`src/sv/assert_macros.svh`:
```
// assertion macros shared by the rtl files
`ifndef ASSERT_MACROS_SVH
`define ASSERT_MACROS_SVH

// condition holds at every clock edge outside reset
`define ASSERT_ALWAYS(lbl, clk_s, rst_s, cond, msg) \
  lbl: assert property (@(posedge clk_s) disable iff (rst_s) (cond)) else $error(msg);

// consequent holds in the same cycle as the antecedent
`define ASSERT_IMPLIES(lbl, clk_s, rst_s, ante, cons, msg) \
  lbl: assert property (@(posedge clk_s) disable iff (rst_s) (ante) |-> (cons)) \
    else $error(msg);

// consequent holds in the cycle after the antecedent
`define ASSERT_NEXT(lbl, clk_s, rst_s, ante, cons, msg) \
  lbl: assert property (@(posedge clk_s) disable iff (rst_s) (ante) |=> (cons)) \
    else $error(msg);

`endif

```
`src/sv/ptt_pkg.sv`:
```
// shared types, constants and the tanh knot table of the perceptron trainer
`timescale 1ns / 1ps
`default_nettype none
package ptt_pkg;

  localparam int W_W       = 24;           // weight width, signed q7.16
  localparam int S_W       = 16;           // sample width, signed q1.14
  localparam int LR_W      = 16;           // learning rate width, unsigned q0.16
  localparam int NUM_W     = 3;            // x, y, bias
  localparam int MUL_A_W   = 34;           // shared multiplier operand a
  localparam int MUL_B_W   = 17;           // shared multiplier operand b
  localparam int ACC_W     = 42;           // dot product accumulator
  localparam int SUM_SHIFT = 14;           // accumulator to q.16
  localparam int UPD_SHIFT = 28;           // update product to q7.16
  localparam int ERR_W     = 17;

  localparam logic [LR_W-1:0]         LR_RESET  = 16'd655;
  localparam logic signed [S_W-1:0]   ONE_Q14   = 16'sd16384;
  localparam logic [1:0]              LAST_LANE = 2'(NUM_W - 1);

  typedef enum logic [11:0] {
    S_IDLE  = 12'b000000000001,
    S_MUL0  = 12'b000000000010,
    S_MUL1  = 12'b000000000100,
    S_MUL2  = 12'b000000001000,
    S_SUM   = 12'b000000010000,
    S_ABS   = 12'b000000100000,
    S_TMUL  = 12'b000001000000,
    S_PRED  = 12'b000010000000,
    S_LRERR = 12'b000100000000,
    S_LRCAP = 12'b001000000000,
    S_UMUL  = 12'b010000000000,
    S_UADD  = 12'b100000000000
  } state_t;

  typedef struct packed {
    state_t     state;
    logic [1:0] idx;
  } ctrl_t;

  typedef struct packed {
    logic train;
    logic out_free;
  } stat_t;

  // tanh at steps of 0.5, q1.14
  function automatic logic [14:0] tanh_knot(input logic [3:0] seg);
    logic [14:0] k;
    case (seg)
      4'd0:    k = 15'd0;
      4'd1:    k = 15'd7571;
      4'd2:    k = 15'd12478;
      4'd3:    k = 15'd14830;
      4'd4:    k = 15'd15795;
      4'd5:    k = 15'd16165;
      4'd6:    k = 15'd16303;
      4'd7:    k = 15'd16354;
      default: k = 15'd16384;
    endcase
    return k;
  endfunction

endpackage
`default_nettype wire

```
`src/sv/ptt_mul.sv`:
```
// shared signed multiplier with registered product
`timescale 1ns / 1ps
`default_nettype none
module ptt_mul #(
  parameter int A_W = ptt_pkg::MUL_A_W,
  parameter int B_W = ptt_pkg::MUL_B_W
) (
  input  wire logic                     clk,
  input  wire logic signed [A_W-1:0]    a,
  input  wire logic signed [B_W-1:0]    b,
  output logic signed [A_W+B_W-1:0]     p
);

  always_ff @(posedge clk) begin
    p <= (A_W+B_W)'(a) * (A_W+B_W)'(b);
  end

endmodule
`default_nettype wire

```
`src/sv/ptt_seq.sv`:
```
// sequencer stepping the shared multiplier through one item
`timescale 1ns / 1ps
`default_nettype none
`include "assert_macros.svh"
module ptt_seq (
  input  wire logic           clk,
  input  wire logic           rst,
  input  wire logic           in_valid,
  output logic                in_ready,
  input  wire ptt_pkg::stat_t stat,
  output ptt_pkg::ctrl_t      ctrl
);
  import ptt_pkg::*;

  state_t     state, state_next;
  logic [1:0] idx, idx_next;

  assign in_ready   = (state == S_IDLE);
  assign ctrl.state = state;
  assign ctrl.idx   = idx;

  always_comb begin
    state_next = state;
    idx_next   = idx;
    case (state)
      S_IDLE:  if (in_valid) state_next = S_MUL0;
      S_MUL0:  state_next = S_MUL1;
      S_MUL1:  state_next = S_MUL2;
      S_MUL2:  state_next = S_SUM;
      S_SUM:   state_next = S_ABS;
      S_ABS:   state_next = S_TMUL;
      S_TMUL:  state_next = S_PRED;
      S_PRED: begin
        if (stat.out_free) state_next = stat.train ? S_LRERR : S_IDLE;
      end
      S_LRERR: state_next = S_LRCAP;
      S_LRCAP: begin
        state_next = S_UMUL;
        idx_next   = '0;
      end
      S_UMUL:  state_next = S_UADD;
      S_UADD: begin
        if (idx == LAST_LANE) begin
          state_next = S_IDLE;
        end else begin
          idx_next   = idx + 2'd1;
          state_next = S_UMUL;
        end
      end
      default: state_next = S_IDLE;
    endcase
  end

  always_ff @(posedge clk) begin
    if (rst) begin
      state <= S_IDLE;
      idx   <= '0;
    end else begin
      state <= state_next;
      idx   <= idx_next;
    end
  end

  `ASSERT_NEXT(a_accept_starts, clk, rst, in_valid && in_ready, state == S_MUL0, "accept did not start dot product")
  `ASSERT_NEXT(a_last_lane_done, clk, rst, state == S_UADD && idx == LAST_LANE, state == S_IDLE, "update did not end after last lane")
  `ASSERT_ALWAYS(a_idx_range, clk, rst, idx <= LAST_LANE, "lane index out of range")

endmodule
`default_nettype wire

```
`src/sv/perceptron_tanh_trainer_unit.sv`:
```
// top level of the perceptron trainer: datapath, weights and handshakes
`timescale 1ns / 1ps
`default_nettype none
`include "assert_macros.svh"
// single-layer perceptron with piecewise-linear tanh, trained by the delta rule.
// each input item carries a q1.14 sample (x_sample, y_sample), an action
// (0 classify, 1 classify then train) and a target sign. the block forms
// w0*x + w1*y + w2*1.0 with three signed q7.16 weights, takes tanh of it and
// returns one item: prediction (q1.14) and class_positive. a train item then
// moves each weight by learning_rate*(target-prediction)*input, rounded and
// saturated to 24 bits; the next item always sees the updated weights.
// all products go through one shared registered multiplier under a small
// sequencer, so in_ready is high only between items: a classify item steps
// through the dot product and tanh interpolation, a train item adds error
// scaling and three weight updates (one multiply each). the result is
// registered in the prediction step after the tanh step; if the previous result
// is still waiting, the block holds there until it is taken. learning_rate is
// written through the cfg channel (always ready, reset 655, about 0.01) and
// should only be changed while the block is idle. weights reset to zero.
module perceptron_tanh_trainer_unit (
  input  wire logic                                 clk,
  input  wire logic                                 rst,
  // input item channel
  input  wire logic                                 in_valid,
  output logic                                      in_ready,
  input  wire logic                                 action,
  input  wire logic signed [ptt_pkg::S_W-1:0]       x_sample,
  input  wire logic signed [ptt_pkg::S_W-1:0]       y_sample,
  input  wire logic                                 target_positive,
  // result item channel
  output logic                                      out_valid,
  input  wire logic                                 out_ready,
  output logic signed [ptt_pkg::S_W-1:0]            prediction,
  output logic                                      class_positive,
  // learning rate write channel
  input  wire logic                                 cfg_valid,
  output logic                                      cfg_ready,
  input  wire logic [ptt_pkg::LR_W-1:0]             learning_rate
);
  import ptt_pkg::*;

  localparam int P_W  = MUL_A_W + MUL_B_W;
  localparam int WS_W = W_W + 2;
  localparam logic signed [P_W-1:0]   ROUND   = P_W'(1) <<< (UPD_SHIFT - 1);
  localparam logic signed [WS_W-1:0]  W_MAX   = WS_W'(8388607);
  localparam logic signed [WS_W-1:0]  W_MIN   = -WS_W'(8388608);
  localparam logic signed [ERR_W-1:0] ERR_POS = ERR_W'(ONE_Q14);
  localparam logic signed [ERR_W-1:0] ERR_NEG = -ERR_W'(ONE_Q14);

  ctrl_t ctrl;
  stat_t stat;

  // latched item
  logic signed [S_W-1:0] x_reg, y_reg;
  logic                  train_reg, tgt_reg;

  logic [LR_W-1:0]          lr_reg;
  logic signed [W_W-1:0]    w_reg [NUM_W];

  // shared multiplier
  logic signed [MUL_A_W-1:0] op_a;
  logic signed [MUL_B_W-1:0] op_b;
  logic signed [P_W-1:0]     p;

  // dot product and tanh
  logic signed [ACC_W-1:0]   acc;
  logic signed [ACC_W-SUM_SHIFT-1:0] s_q;
  logic [ACC_W-SUM_SHIFT-1:0] abs_s;
  logic                      neg_reg, sat_reg;
  logic [17:0]               frac_reg;
  logic [3:0]                seg;
  logic [14:0]               knot_lo, knot_hi, knot_diff, mag;
  logic signed [S_W-1:0]     mag_s, pred_next;
  logic                      out_free;

  // update
  logic signed [ERR_W-1:0]   err;
  logic signed [MUL_A_W-1:0] lrerr;
  logic signed [S_W-1:0]     lane_x;
  logic signed [P_W-1:0]     round_p;
  logic signed [WS_W-1:0]    wsum;
  logic signed [W_W-1:0]     w_new;

  assign cfg_ready = 1'b1;
  assign out_free  = !out_valid || out_ready;
  assign stat.train    = train_reg;
  assign stat.out_free = out_free;

  ptt_seq u_seq (
    .clk      (clk),
    .rst      (rst),
    .in_valid (in_valid),
    .in_ready (in_ready),
    .stat     (stat),
    .ctrl     (ctrl)
  );

  ptt_mul #(
    .A_W (MUL_A_W),
    .B_W (MUL_B_W)
  ) u_mul (
    .clk (clk),
    .a   (op_a),
    .b   (op_b),
    .p   (p)
  );

  // input of the lane being updated
  always_comb begin
    case (ctrl.idx)
      2'd0:    lane_x = x_reg;
      2'd1:    lane_x = y_reg;
      default: lane_x = ONE_Q14;
    endcase
  end

  // tanh segment lookup
  assign seg       = {1'b0, frac_reg[17:15]};
  assign knot_lo   = tanh_knot(seg);
  assign knot_hi   = tanh_knot(seg + 4'd1);
  assign knot_diff = knot_hi - knot_lo;

  // operand selection per step
  always_comb begin
    op_a = '0;
    op_b = '0;
    case (ctrl.state)
      S_MUL0: begin
        op_a = MUL_A_W'(w_reg[0]);
        op_b = MUL_B_W'(x_reg);
      end
      S_MUL1: begin
        op_a = MUL_A_W'(w_reg[1]);
        op_b = MUL_B_W'(y_reg);
      end
      S_MUL2: begin
        op_a = MUL_A_W'(w_reg[2]);
        op_b = MUL_B_W'(ONE_Q14);
      end
      // kept through the result wait so the interpolation product stays put
      S_TMUL, S_PRED: begin
        op_a = signed'(MUL_A_W'(knot_diff));
        op_b = signed'(MUL_B_W'(frac_reg[14:0]));
      end
      S_LRERR: begin
        op_a = signed'(MUL_A_W'(lr_reg));
        op_b = err;
      end
      S_UMUL: begin
        op_a = lrerr;
        op_b = MUL_B_W'(lane_x);
      end
      default: begin
        op_a = '0;
        op_b = '0;
      end
    endcase
  end

  // weighted sum reduced to q.16, then magnitude for the table
  assign s_q   = acc[ACC_W-1:SUM_SHIFT];
  assign abs_s = s_q[ACC_W-SUM_SHIFT-1] ? (ACC_W-SUM_SHIFT)'(-s_q)
                                        : (ACC_W-SUM_SHIFT)'(s_q);

  // interpolated magnitude, p holds diff * fraction here
  assign mag       = sat_reg ? 15'(ONE_Q14) : knot_lo + 15'(p[27:15]);
  assign mag_s     = signed'({1'b0, mag});
  assign pred_next = neg_reg ? -mag_s : mag_s;

  // error against +-1.0
  assign err = (tgt_reg ? ERR_POS : ERR_NEG) - ERR_W'(prediction);

  // rounded step, then saturating add
  assign round_p = p + ROUND;
  assign wsum    = WS_W'(w_reg[ctrl.idx])
                 + WS_W'(signed'(round_p[P_W-1:UPD_SHIFT]));
  always_comb begin
    if (wsum > W_MAX)      w_new = W_MAX[W_W-1:0];
    else if (wsum < W_MIN) w_new = W_MIN[W_W-1:0];
    else                   w_new = wsum[W_W-1:0];
  end

  // item latch
  always_ff @(posedge clk) begin
    if (in_valid && in_ready) begin
      x_reg     <= x_sample;
      y_reg     <= y_sample;
      train_reg <= action;
      tgt_reg   <= target_positive;
    end
  end

  // datapath registers
  always_ff @(posedge clk) begin
    case (ctrl.state)
      S_MUL1: acc <= ACC_W'(p);
      S_MUL2: acc <= acc + ACC_W'(p);
      S_SUM:  acc <= acc + ACC_W'(p);
      S_ABS: begin
        neg_reg  <= s_q[ACC_W-SUM_SHIFT-1];
        sat_reg  <= |abs_s[ACC_W-SUM_SHIFT-1:18];
        frac_reg <= abs_s[17:0];
      end
      S_LRCAP: lrerr <= MUL_A_W'(p);
      default: ;
    endcase
  end

  // result register doubles as the prediction used for the error
  always_ff @(posedge clk) begin
    if (ctrl.state == S_PRED && out_free) begin
      prediction     <= pred_next;
      class_positive <= !neg_reg && (mag != 15'd0);
    end
  end

  always_ff @(posedge clk) begin
    if (rst) begin
      out_valid <= 1'b0;
    end else if (ctrl.state == S_PRED && out_free) begin
      out_valid <= 1'b1;
    end else if (out_ready) begin
      out_valid <= 1'b0;
    end
  end

  // learning rate and weights
  always_ff @(posedge clk) begin
    if (rst) begin
      lr_reg <= LR_RESET;
    end else if (cfg_valid && cfg_ready) begin
      lr_reg <= learning_rate;
    end
  end

  always_ff @(posedge clk) begin
    if (rst) begin
      for (int i = 0; i < NUM_W; i++) w_reg[i] <= '0;
    end else if (ctrl.state == S_UADD) begin
      w_reg[ctrl.idx] <= w_new;
    end
  end

  `ASSERT_NEXT(a_weights_hold, clk, rst, ctrl.state != S_UADD, $stable(w_reg[0]) && $stable(w_reg[1]) && $stable(w_reg[2]), "weights changed outside update")
  `ASSERT_IMPLIES(a_result_after_pred, clk, rst, $rose(out_valid), $past(ctrl.state == S_PRED), "result raised outside prediction step")
  `ASSERT_IMPLIES(a_class_sign, clk, rst, out_valid && class_positive, !prediction[S_W-1] && prediction != '0, "class disagrees with prediction sign")

endmodule
`default_nettype wire
```
`config.mk`:
```
export PLATFORM = sky130hd
export DESIGN_NAME = perceptron_tanh_trainer_unit
export DESIGN_NICKNAME = d
export VERILOG_FILES = /design/src/sv/ptt_pkg.sv /design/src/sv/ptt_mul.sv /design/src/sv/ptt_seq.sv /design/src/sv/perceptron_tanh_trainer_unit.sv
export VERILOG_INCLUDE_DIRS = /design/src /design/src/sv
export SDC_FILE = /design/constraint.sdc
export NUM_CORES = 2
export LEC_CHECK = 0
export BUFFER_PORTS_ARGS = -buffer_cell sky130_fd_sc_hd__clkbuf_2
export CORE_MARGIN = 4
export CORE_UTILIZATION = 50
export CTS_CLUSTER_SIZE = 20
export DETAILED_ROUTE_END_ITERATION = 7
export GPL_TIMING_DRIVEN = 0
export PLACE_DENSITY_LB_ADDON = 0.05
export SKIP_CTS_REPAIR_TIMING = 1
export SYNTH_ARGS = -nofsm -noshare
export SYNTH_HDL_FRONTEND = slang
export SYNTH_HIERARCHICAL = 1
export SYNTH_SLANG_ARGS = --single-unit
```
`constraint.sdc`:
```
create_clock -name clk -period 12.6 [get_ports clk]
set_clock_uncertainty 0.05 [all_clocks]
set_input_delay 3.78 -clock clk [delete_from_list [all_inputs] [get_ports clk]]
set_output_delay 3.78 -clock clk [all_outputs]
set_load 0.05 [all_outputs]
```
### Yosys cells after proc, flatten, opt, wreduce, memory -nomap -nowiden

Memory sizes are Yosys's and may differ from the RTL's. A register that Yosys moved wholly into a read port is not among the register bits.
Index checks and enable logic that the tools add are counted.

| operators by class | value |
|---|---|
| add/sub/neg operators | 10 |
| $mul | 1 |
| order comparisons | 2 |
| equal/unequal tests | 17 |
| mux-type cells | 31 |
| reduce and logical (&&, ||, !) cells | 17 |

Operator list:

| kind | count |
|---|---|
| 34-bit case mux with 6 select lines | 1 |
| 12-bit case mux with 12 select lines | 1 |
| 17-bit case mux with 6 select lines | 1 |
| 42-bit case mux with 2 select lines | 1 |
| 24-bit 2-to-1 mux | 3 |
| 51-bit by 29-bit adder with 51-bit output (second input constant) | 1 |
| 34-bit by 17-bit multiplier with 51-bit output | 1 |
| 15-bit 2-to-1 mux | 3 |
| 42-bit adder | 1 |
| 16-bit case mux with 2 select lines | 1 |
| 28-bit 2-to-1 mux | 1 |
| 28-bit negation | 1 |
| 24-bit by 23-bit adder with 25-bit output | 1 |
| 25-bit by 24-bit > comparator with 1-bit output (second input constant) | 1 |
| 25-bit by 24-bit less-than comparator with 1-bit output (second input constant) | 1 |
| 12-bit 2-to-1 mux | 2 |
| 24-bit OR reduction | 1 |
| 17-bit 2-to-1 mux | 1 |
| 17-bit by 16-bit subtractor with 17-bit output | 1 |
| 15-bit negation with 16-bit output | 1 |
| 15-bit by 13-bit adder with 15-bit output | 1 |
| 15-bit nonzero test | 1 |
| 15-bit subtractor | 1 |
| 12-bit by 1-bit equality test with 1-bit output (second input constant) | 1 |
| 30 further kinds | 49 |

| word-level totals | value |
|---|---|
| bits in registers | 229 |
| memory bits (writable) | 72 |
| ROM bits | 224 |
| input bits | 55 |
| output and inout port bits | 20 |
| logic and storage cells | 98 |
| memories | 3 |

Memory list:

| name | depth | width | rd ports | clocked after memory_dff | write ports | line | text |
|---|---|---|---|---|---|---|---|
| (no name shown) | 8 | 14 | 1 | 0 | 0 | ptt_pkg.sv:49 | `case (seg)` |
| (no name shown) | 8 | 14 | 1 | 1 | 0 | ptt_pkg.sv:49 |  |
| w_reg | 3 | 24 | 4 | 1 | 3 | perceptron_tanh_trainer_unit.sv:58 | `logic signed [W_W-1:0] w_reg [NUM_W];` |

### Longest topological paths before layout

| depth | value |
|---|---|
| depth in word-level cells | 6 |
| gate-level depth with buffers | 42 |
| mapped depth without buffers | 39 |

### By module

Netlist, hierarchy kept.

By module, submodules not included:

| module | instances | cells an instance | area each (um^2) | sequential area each (um^2) |
|---|---|---|---|---|
| ptt_mul | 1 | 2215 | 20579.7 | 1021.0 |
| perceptron_tanh_trainer_unit | 1 | 1785 | 17892.2 | 7857.5 |
| ptt_seq | 1 | 84 | 815.8 | 280.3 |

### Worst setup path after synthesis

Ideal clock, no wire load.

| timing path | value |
|---|---|
| path type | register to register |
| start | register frac_reg[15] |
| end | register u_mul.p[44] |
| setup time | 0.072 ns |
| data arrival time | 9.383 ns |
| data required time | 12.478 ns |
| setup slack | 3.094 ns |
| cell stages (with the launch flop) | 40 |
| path buffers | 2 |
| clock period less this slack | 9.506 ns |
| path through | edfxtp_1 -> ha_1 -> inv_1 -> ha_1 -> clkbuf_2 -> a21oi_1 -> o21ai_0 -> ha_1 -> inv_1 -> fa_1 -> a21o_1 -> a21oi_1 -> o21bai_1 -> a21oi_1 -> nor3_1 -> a2111oi_0 -> a21oi_1 -> xor2_1 -> [4 not listed] -> fa_1 -> fa_1 -> inv_1 -> fa_1 -> fa_1 -> inv_1 -> fa_1 -> inv_1 -> ha_1 -> o21ai_0 -> nor2_1 -> nor4_4 -> a31oi_2 -> a211o_2 -> a221oi_4 -> a211oi_2 -> a31oi_1 -> xnor2_1 |

| on the way | value |
|---|---|
| cells in the longest elaborated chain, start to end | 6 |

Ends and longest elaborated chain:

| what | line | text |
|---|---|---|
| start: declaration | perceptron_tanh_trainer_unit.sv:70 | `logic [17:0] frac_reg;` |
| start signal: assignment | perceptron_tanh_trainer_unit.sv:202 | `frac_reg <= abs_s[17:0];` |
| 3-bit by 1-bit adder with 4-bit output (*) | perceptron_tanh_trainer_unit.sv:120 | `assign knot_hi = tanh_knot(seg + 4'd1);` |
| memory read 8 x 14 bit | n/a |  |
| 15-bit 2-to-1 mux (*) | ptt_pkg.sv:49 |  |
| 15-bit subtractor (*) | perceptron_tanh_trainer_unit.sv:121 | `assign knot_diff = knot_hi - knot_lo;` |
| 34-bit case mux with 6 select lines (*) | perceptron_tanh_trainer_unit.sv:127 | `case (ctrl.state)` |
| via op_a[14] | perceptron_tanh_trainer_unit.sv:61 | `logic signed [MUL_A_W-1:0] op_a;` |
| 34-bit by 17-bit multiplier with 51-bit output (*) | ptt_mul.sv:15 | `p <= (A_W+B_W)'(a) * (A_W+B_W)'(b);` |
| end signal: assignment | ptt_mul.sv:15 |  |
| end: declaration | ptt_mul.sv:11 | `output logic signed [A_W+B_W-1:0] p` |

Mark *: on every way through the listed nets, which the timed path passes. The rest lies on a longest branch.
A chain may end at the register's enable or synchronous reset.

### Worst setup path after layout

| timing path | value |
|---|---|
| start | register frac_reg[15] |
| end | register u_mul.p[50] |

The elaborated chain is that of the path after synthesis.

==> reports/metrics.cfg <==
[detailed_routing]
vias=30530
drc=0
wl_mm=126.8
drt_iter0_drc=3248
drt-pass1-iter-count=7
wl_per_cell_um=24.05
ant_nets=0
viasPerCell=5.792

[run]
maxCapViolCount=0

[placement]
portBuffers=73
dp_hpwl_mm=103.2
placed_cells=5208
finalWeightedCongestion=0.9344

[power_and_ir_drop]
clkPwrFrac_pct=41.8
p_comb_share_pct=9.3
power.switching_mw=0.6481
p_int_mw=1.879
pwr_density_cell_mw_per_mm2=59.83
irDropWorstVdd_mv=0.07365
power_leakage_nw=19.58
switching_share_pct=25.65
seqPwrFrac_pct=48.9

[worst_setup_path]
cp-startpoint=frac_reg[15]
cp_slowest_cell=o21ai_1
cp.arrival_ns=12.24
r2r_cells=35
path_max_fanout=10
setup.worst_path.end_class=flip-flop
cp_slowest_stage_delay_ns=1.01
r2r_end=u_mul/p[50]
cpMostUsedCell=fa_1
critPathLaunchType=flip-flop
r2r_start=frac_reg[15]
critPathKind=flip-flop to flip-flop
cp-endpoint=u_mul/p[50]
rrSetupSlack_ns=0.72
required_ns=12.96

[yosys]
seq_area_frac_synth_pct=23.31
synthArstFlopShare_pct=0
synth_top_cell_by_area=fa_1
synth_cell_types=105
syn_avg_cell_area_um2=9.620
synth-seq-cells=336
syn_inst=4084
ys.flop_type=edfxtp_1
synth_edf_count=243
synth_area_mm2=0.03929
synthTopCellsByArea=fa_1 28%, edfxtp_1 19%, ha_1 7.2%, inv_1 5.7%, nand2_1 5.0%
synth_warnings=6
syn_nets=4921
synth_top_area_share_pct=28.28

[cells_and_area]
multi_input_area_mm2=0.02720
fillers=7176
post-route-util_pct=54.35
area_growth_pct=7.513
drive_gt1_share_pct=5.768
largest_reg_flops=96
final_cell_mix=598 x inv_1, 555 x fa_1, 519 x nand2_1, 261 x and2_1, 251 x nor2_1
final_common_cell=inv_1
regArea_mm2=0.009159
layoutNonFillerInstCount=5271
final_nets=5042

[sta]
post-route-period-util_pct=94.26
fmax_mhz=84.19
final_max_slew_viol_count=0
relSlewSlack_pct=9.829
final-hold-violation-count=0
fin_tns_setup_ns=0
tightest_slew_ns=1.351
rsz0062_at_grt=false
fin_crit_ns=11.88
report.final.setup_viol=0

[clocking]
worstSkewPairLatency_ns=0.54
cts-root-buf=clkbuf_16
path_clk_slew_ns=0.07
clockBufferDepth=3
clkSinkCount=336
cts_tree=done
cts_made_buffers=35
cts_htree_levels=2

[die]
core_area_mm2=0.07772
die_y_um=288.3
die-area_mm2=0.08312
initial_core_util_pct=50.55
pin_count=75
die_width_um=288.3
rows=102

[grt]
grtUsageTotal_pct=30.65
grt_pass1_wl_mm=189.6
grt_pass1_vias=29890
gr-total-overflow=0
grt_max_degree=35
antenna_found_initial=7

[hold_path]
hold_path_class=flip-flop to flip-flop

[status]
status=finished, final reports clean

[cell type report]
cell class,count,area share [%]
timing repair buffer,84,1.126
tap,1040,3.081
antenna,1,0.005924
clock buffer,47,2.328
clock inverter,15,0.3258
multi-input combinational,2970,64.39
sequential,336,21.68
inverter,600,5.350
buffer,178,1.715
[power by group through the flow]
stage / registers (mW) / clock network [mW] / logic (mW)
floorplan: 1.24 / 0 / 0.148
global placement: 1.26 / 0 / 0.229
detailed placement: 1.26 / 0 / 0.231
CTS: 1.24 / 1.06 / 0.232
global route: 1.24 / 1.11 / 0.255
finish: 1.24 / 1.06 / 0.235
[worst min-delay path by stage]
stage / start / end / slack [ns] / cells after the start
2_1_floorplan: u_mul/p[4] / lrerr[4] / 0.38 / 0
3_3_place_gp: u_mul/p[3] / lrerr[3] / 0.44 / 0
3_5_place_dp: u_seq/idx[1] / u_seq/idx[1] / 0.44 / 2
4_1_cts: u_seq/idx[1] / u_seq/idx[1] / 0.45 / 2
5_1_grt: u_mul/p[3] / lrerr[3] / 0.48 / 0
6_report: u_mul/p[3] / lrerr[3] / 0.46 / 0
[critical path, delay by kind of cell (launching register included)]
kind | cells | cell delay [ns]
AOI/OAI and AO/OA | 12 | 4.14
xor gates and xnor gates | 1 | 0.15
adders and majority gates | 10 | 4.37
buffers and inverters | 6 | 0.94
DFF | 1 | 0.51
muxes | 1 | 0.15
and+or+nand+nor | 5 | 1.38
[through the flow]
stage / power [mW] / hold slack [ns] / cell area [um^2] / worst slack [ns]
6_report: 2.527 / 0.4593 / 42240 / 0.7227
5_1_grt: 2.600 / 0.4755 / 42240 / 0.3104
4_1_cts: 2.531 / 0.4508 / 42230 / 0.5879
3_5_place_dp: 1.490 / 0.4394 / 41110 / 0.6278
3_3_place_gp: 1.489 / 0.4363 / 40950 / 0.5964
2_1_floorplan: 1.391 / 0.3828 / 39290 / 3.094
[synth_stat cells, drive strengths merged (76+ instances only)]
master    n
xnor2   129
nor2    251
nand2   520
inv     600
a21oi   132
o21ai   125
clkbuf  154
ha      227
a21o     76
fa      555
dfxtp    93
edfxtp  243
and2    262
[logic make-up (layout without fill, tap and decap cells)]
group | after synthesis | in the layout | synth area share, %
compound gates | 601 | 601 | 10.48
simple gates | 1352 | 1352 | 16.92
mux | 50 | 50 | 2.064
xor+xnor | 184 | 184 | 4.102
flops | 336 | 336 | 23.31
buf+inv | 778 | 924 | 7.596
other cells | 1 | 2 | 0.009545
fa+ha+maj | 782 | 782 | 35.51
[per-layer routing]
layer	vias up	routed length (um)	track usage, %
met5	-	27	0
met4	4	3272	6.610
met3	167	10070	4.578
met2	1188	56720	47.49
met1	15510	56690	45.96
li1	13670	-	-
No activity file was read; power rests on OpenSTA's default activity.
